==> config.mk <==
export PLATFORM = sky130hd
export DESIGN_NAME = afc_cell
export DESIGN_NICKNAME = d
export VERILOG_FILES = /design/src/rtl/assert_macros.svh /design/src/rtl/afc_pkg.sv /design/src/rtl/afc_cell.sv
export SDC_FILE = /design/constraint.sdc
export NUM_CORES = 2
export LEC_CHECK = 0
export BUFFER_PORTS_ARGS = -buffer_cell sky130_fd_sc_hd__buf_4
export CORE_MARGIN = 1
export CORE_UTILIZATION = 37
export CTS_BUF_LIST = sky130_fd_sc_hd__clkbuf_8 sky130_fd_sc_hd__clkbuf_16
export DETAILED_ROUTE_END_ITERATION = 10
export HOLD_SLACK_MARGIN = 0.1
export SYNTH_ARGS = -nofsm -noshare
export SYNTH_HDL_FRONTEND = slang
export SYNTH_SLANG_ARGS = --single-unit
==> constraint.sdc <==
create_clock -name clk_i -period 17.9 [get_ports clk_i]
set_clock_uncertainty 0.1 [all_clocks]
set_input_delay 0.895 -clock clk_i [delete_from_list [all_inputs] [get_ports clk_i]]
set_output_delay 0.895 -clock clk_i [all_outputs]
set_load 0.01 [all_outputs]
==> src/rtl/assert_macros.svh <==
// assertion macros for the rtl
`ifndef ASSERT_MACROS_SVH
`define ASSERT_MACROS_SVH

// same-cycle implication, checked outside reset
`define AFC_ASSERT_IMP(label, clk, rst_n, ante, cons) \
  label: assert property (@(posedge clk) disable iff (!(rst_n)) (ante) |-> (cons)) \
    else $error("assertion failed");

// next-cycle implication, checked outside reset
`define AFC_ASSERT_NXT(label, clk, rst_n, ante, cons) \
  label: assert property (@(posedge clk) disable iff (!(rst_n)) (ante) |=> (cons)) \
    else $error("assertion failed");

`endif

==> src/rtl/afc_pkg.sv <==
// types and constants for the box against frustum cull block
package afc_pkg;

  localparam int PLANE_COUNT = 6;
  localparam int PLANE_REGS  = 6;
  localparam int PLANE_W     = 64;
  localparam int CFG_IDX_W   = 3;
  localparam int COORD_W     = 16;
  localparam int PROD_W      = 2 * COORD_W;
  localparam int SUM_W       = PROD_W + 2;
  localparam int OFFSET_SHIFT = 14;

  typedef struct packed {
    logic        [15:0] box_tag;
    logic signed [15:0] min_x;
    logic signed [15:0] min_y;
    logic signed [15:0] min_z;
    logic signed [15:0] max_x;
    logic signed [15:0] max_y;
    logic signed [15:0] max_z;
  } box_t;

  typedef struct packed {
    logic [15:0] result_tag;
    logic        culled;
  } res_t;

  // word handed from cell to cell
  typedef struct packed {
    logic valid;
    box_t box;
    logic culled;
  } chain_word_t;

  // positive vertex coordinate for one axis
  function automatic logic signed [COORD_W-1:0] pick_vertex(
    input logic signed [COORD_W-1:0] n,
    input logic signed [COORD_W-1:0] lo,
    input logic signed [COORD_W-1:0] hi
  );
    logic positive;
    positive = !n[COORD_W-1] && (n != '0);
    return positive ? hi : lo;
  endfunction

endpackage

==> src/rtl/afc_cell.sv <==
// one plane test cell: holds one plane, multiplies then compares
module afc_cell import afc_pkg::*; (
  input  logic               clk_i,
  input  logic               rst_ni,
  input  logic               en_i,
  input  logic               plane_we_i,
  input  logic [PLANE_W-1:0] plane_i,
  input  chain_word_t        word_i,
  output chain_word_t        word_o
);

  logic [PLANE_W-1:0] plane_q;

  logic signed [COORD_W-1:0] n_x, n_y, n_z, d_val;
  logic signed [COORD_W-1:0] v_x, v_y, v_z;
  logic signed [PROD_W-1:0]  prod_x_d, prod_y_d, prod_z_d;
  logic signed [PROD_W-1:0]  prod_x_q, prod_y_q, prod_z_q;
  logic                      valid_a_q;
  box_t                      box_a_q;
  logic                      culled_a_q;

  logic signed [SUM_W-1:0]   dot_sum;
  logic signed [SUM_W-1:0]   limit;
  chain_word_t               word_d;
  logic                      valid_q;
  box_t                      box_q;
  logic                      culled_q;

  always_ff @(posedge clk_i or negedge rst_ni) begin
    if (!rst_ni) begin
      plane_q <= '0;
    end else if (plane_we_i) begin
      plane_q <= plane_i;
    end
  end

  assign n_x   = plane_q[63:48];
  assign n_y   = plane_q[47:32];
  assign n_z   = plane_q[31:16];
  assign d_val = plane_q[15:0];

  // stage a: vertex pick and products
  assign v_x = pick_vertex(n_x, word_i.box.min_x, word_i.box.max_x);
  assign v_y = pick_vertex(n_y, word_i.box.min_y, word_i.box.max_y);
  assign v_z = pick_vertex(n_z, word_i.box.min_z, word_i.box.max_z);

  assign prod_x_d = PROD_W'(n_x) * PROD_W'(v_x);
  assign prod_y_d = PROD_W'(n_y) * PROD_W'(v_y);
  assign prod_z_d = PROD_W'(n_z) * PROD_W'(v_z);

  always_ff @(posedge clk_i or negedge rst_ni) begin
    if (!rst_ni) begin
      valid_a_q <= 1'b0;
    end else if (en_i) begin
      valid_a_q <= word_i.valid;
    end
  end

  always_ff @(posedge clk_i) begin
    if (en_i) begin
      prod_x_q   <= prod_x_d;
      prod_y_q   <= prod_y_d;
      prod_z_q   <= prod_z_d;
      box_a_q    <= word_i.box;
      culled_a_q <= word_i.culled;
    end
  end

  // stage b: exact sum against minus offset at 14 fraction bits
  assign dot_sum = SUM_W'(prod_x_q) + SUM_W'(prod_y_q) + SUM_W'(prod_z_q);
  assign limit   = (-SUM_W'(d_val)) <<< OFFSET_SHIFT;

  always_comb begin
    word_d        = '0;
    word_d.valid  = valid_a_q;
    word_d.box    = box_a_q;
    word_d.culled = culled_a_q | (dot_sum < limit);
  end

  always_ff @(posedge clk_i or negedge rst_ni) begin
    if (!rst_ni) begin
      valid_q <= 1'b0;
    end else if (en_i) begin
      valid_q <= word_d.valid;
    end
  end

  always_ff @(posedge clk_i) begin
    if (en_i) begin
      box_q    <= word_d.box;
      culled_q <= word_d.culled;
    end
  end

  always_comb begin
    word_o        = '0;
    word_o.valid  = valid_q;
    word_o.box    = box_q;
    word_o.culled = culled_q;
  end

endmodule

==> results.md <==
* Worst-path clk slew at 60 ps
* Horiz. Die Dim at 351 um
* Min-delay worst type: in -> async
* Final Net Count at 5684
* Final setup fails at 0
* H-tree depth at 2
* Cell Area, Synth at 45200 um2
* Final period util at 0.491
* Crit Path Max Fanout at 18
* Cell Area, Placed at 49100 um2
* Fin area at 50700 um2
* Vias at 28.9k
* Startpoint Class: flip-flop
* Layout cells sized above 1 at 0.120
* Initial cell density of the core at 0.375
* Top cell type's share of synthesized area at 0.363
* Wire length per cell at 18.2 um
* GP Congestion at 0.865
* Antenna fix cells at 0
* CP max stage delay at 1000 ps
* Post-synthesis simple-gate area fraction at 0.113
* Worst reg2reg startpoint: plane_q[43]
* Minimum clock period at 8780 ps
* Number of max-cap violations at 0
* Count leader, synth: inv_1
* Hold-fix buffers, CTS at 0
* Cell family with most CP delay: adder cells
* Post-Synth XOR/XNOR Area at 0.0254
* Syn_area_per_cell at 10.9 um2
* Setup WS pre-CTS at 9180 ps
* Post-synthesis async set-or-reset flop share at 0.170
* PortBufs at 295
* Largest net degree at the start of global routing at 93
* CTS sink count at 388
* Root Driver: clkbuf_16
* Setup Fix Bufs, Post-CTS at 0
* I/O Pins at 296
* CTS tree: yes
* Fmax at 114 MHz
* Cell count after synthesis at 4151
* WP data arrival at 9050 ps
* Synth Area in Compound Gates at 0.0460
* Routed WL at 110 mm
* Main synth FF type: edfxtp_1
* Netlist cell types at 69
* Final worst slack at 9120 ps
* Via/cell ratio at 4.78
* Post-route ant nets at 0
* Cells along the critical path: nor3_1 > a41oi_2 > mux2_2 > and2_1 > fa_1 > inv_1 > fa_1 > inv_1 > fa_1 > fa_1 > fa_1 > inv_1 > fa_1 > inv_1 > ha_1 > a211oi_1 > nor2_1 > nor4_1 > a21oi_1 > a221oi_1 > o21bai_1 > a2111o_1 > o311ai_1
* Worst rel slew slack at 0.217
* EDFF count, synth at 322
* Slowest cell on crit path: a41oi_2
* Clk buf depth at 3
* Worst path bufs/invs at 4
* Status: finished clean
* Vias in the first global route at 30.8k
* TritonCTS Buffers at 48
* Area Overhead vs Synth at 12.3%
* Die area at 123000 um2
* Area leader, netlist: fa_1
* Die Ht at 351 um
* Fill count at 11.6k
* Sum Neg Setup Slack at 0 ps
* R2R setup slack at 9120 ps
* Final slew viol count at 0
* Most used cell, CP: fa_1
* Sequential area share after synthesis at 0.251
* Synthesis Warnings at 0
* Unrepaired setup endpoints after global routing: no
* Drt initial violations at 1662
* Slew @ Worst Pin at 1170 ps
* HPWL after detailed placement at 88.6 mm
* DR pass1 iterations at 5
* Tot GR Track Use at 0.186
* Main combinational cell family by area after synthesis: adder cells
* Core area at 120000 um2
* # DRC at 0
* Ranking of synthesized cells by area: fa_1 (36%), edfxtp_1 (21%), ha_1 (8.2%)
* Post-synthesis register bit count at 388
* Rows at 127
* Critical path type: reg -> reg
* Crit. End Element: flip-flop
* Post-CTS sizing at 0
* Reg2reg end: prod_y_q[25]
* Synth cell count leaders: inv_1 (961), fa_1 (818), nand2_1 (349), edfxtp_1 (322), ha_1 (297)
* Reg2Reg Depth at 23
* Synth Net Count at 5448
* First-pass GRT wire length at 177 mm
* Hold violation count in the final report at 0
* Initial antenna violation count at 0
* WP data required at 18170 ps
* Clk_lat worst skew at 650 ps
* Post-Synth Adder-Cell Area at 0.445
* Mux contribution to synthesized area at 0.0281
* Gr ovfl total at 0
-- stage by stage --
step,hold slack [ps],util,std cells
3_3_place_gp,300,0.408,5949
5_1_grt,192,0.421,6039
3_5_place_dp,305,0.408,5949
6_report,166,0.421,6039
4_1_cts,153,0.421,6039
2_1_floorplan,300,-,4151
-- sequential cells by signal (all words and copies together), names as in the netlist --
register	count
culled_a_q	1
plane_q	64
culled_q	1
prod_y_q	32
prod_x_q	32
valid_a_q	1
box_a_q	112
word_o	112
prod_z_q	32
valid_q	1
-- cell type report --
type / count / area (um2) / share of cell area
Multi-Input combinational cell: 2660 / 29700 / 0.585
Sequential cell: 388 / 11300 / 0.223
Inverter: 963 / 3610 / 0.0713
Timing Repair Buffer: 326 / 2450 / 0.0484
Tap cell: 1612 / 2020 / 0.0398
Clock buffer: 53 / 1300 / 0.0257
Clock inverter: 37 / 327 / 0.00644
-- logic make-up after synthesis --
| logic type | Yosys count |
|---|---|
| adders and majority gates | 1115 |
| DFF | 388 |
| muxes | 115 |
| AOI/OAI and AO/OA | 301 |
| buffers and inverters | 1103 |
| and+or+nand+nor | 998 |
| xor gates and xnor gates | 131 |
-- routing by layer --
layer,GRT usage,vias up,part of all wire
met4,0.0512,0,0.026
met2,0.298,681,0.48
li1,-,13242,-
met5,0,-,0
met3,0.0387,135,0.061
met1,0.255,14816,0.44
-- worst max-delay path by stage --
stage | startpoint | depth (start not counted) | end
after floorplan | plane_q[27] | 27 | prod_z_q[30]
final | plane_q[43] | 23 | prod_y_q[25]
after global placement | plane_q[43] | 23 | prod_y_q[31]
after detailed placement | plane_q[43] | 23 | prod_y_q[25]
after CTS | plane_q[43] | 23 | prod_y_q[25]
after global routing | plane_q[43] | 23 | prod_y_q[31]
-- placed cells by master, fill, tap and decap left out, drive strengths merged, types with 8 or more instances in the layout --
master / Yosys / layout
xnor2: 96 / 96
and2: 165 / 165
o21bai: 16 / 16
nor2: 91 / 91
nand2: 349 / 349
nor2b: 234 / 234
clkbuf: 108 / 53
nor3: 35 / 35
dfrtp: 66 / 66
clkinv: 0 / 14
o21a: 12 / 12
nor4: 14 / 14
a21oi: 82 / 82
o211ai: 12 / 12
fa: 818 / 818
nand2b: 36 / 36
a211oi: 18 / 18
nand3: 24 / 24
xor2: 35 / 35
a21o: 47 / 47
or2: 16 / 16
mux2i: 21 / 21
mux2: 94 / 94
nand4: 8 / 8
buf: 32 / 326
o21ai: 44 / 44
edfxtp: 322 / 322
inv: 963 / 979
ha: 297 / 297
and3: 9 / 9
Power is not shown: default switching activity piles up to over one toggle a cycle in this logic, so the estimate is an artifact.
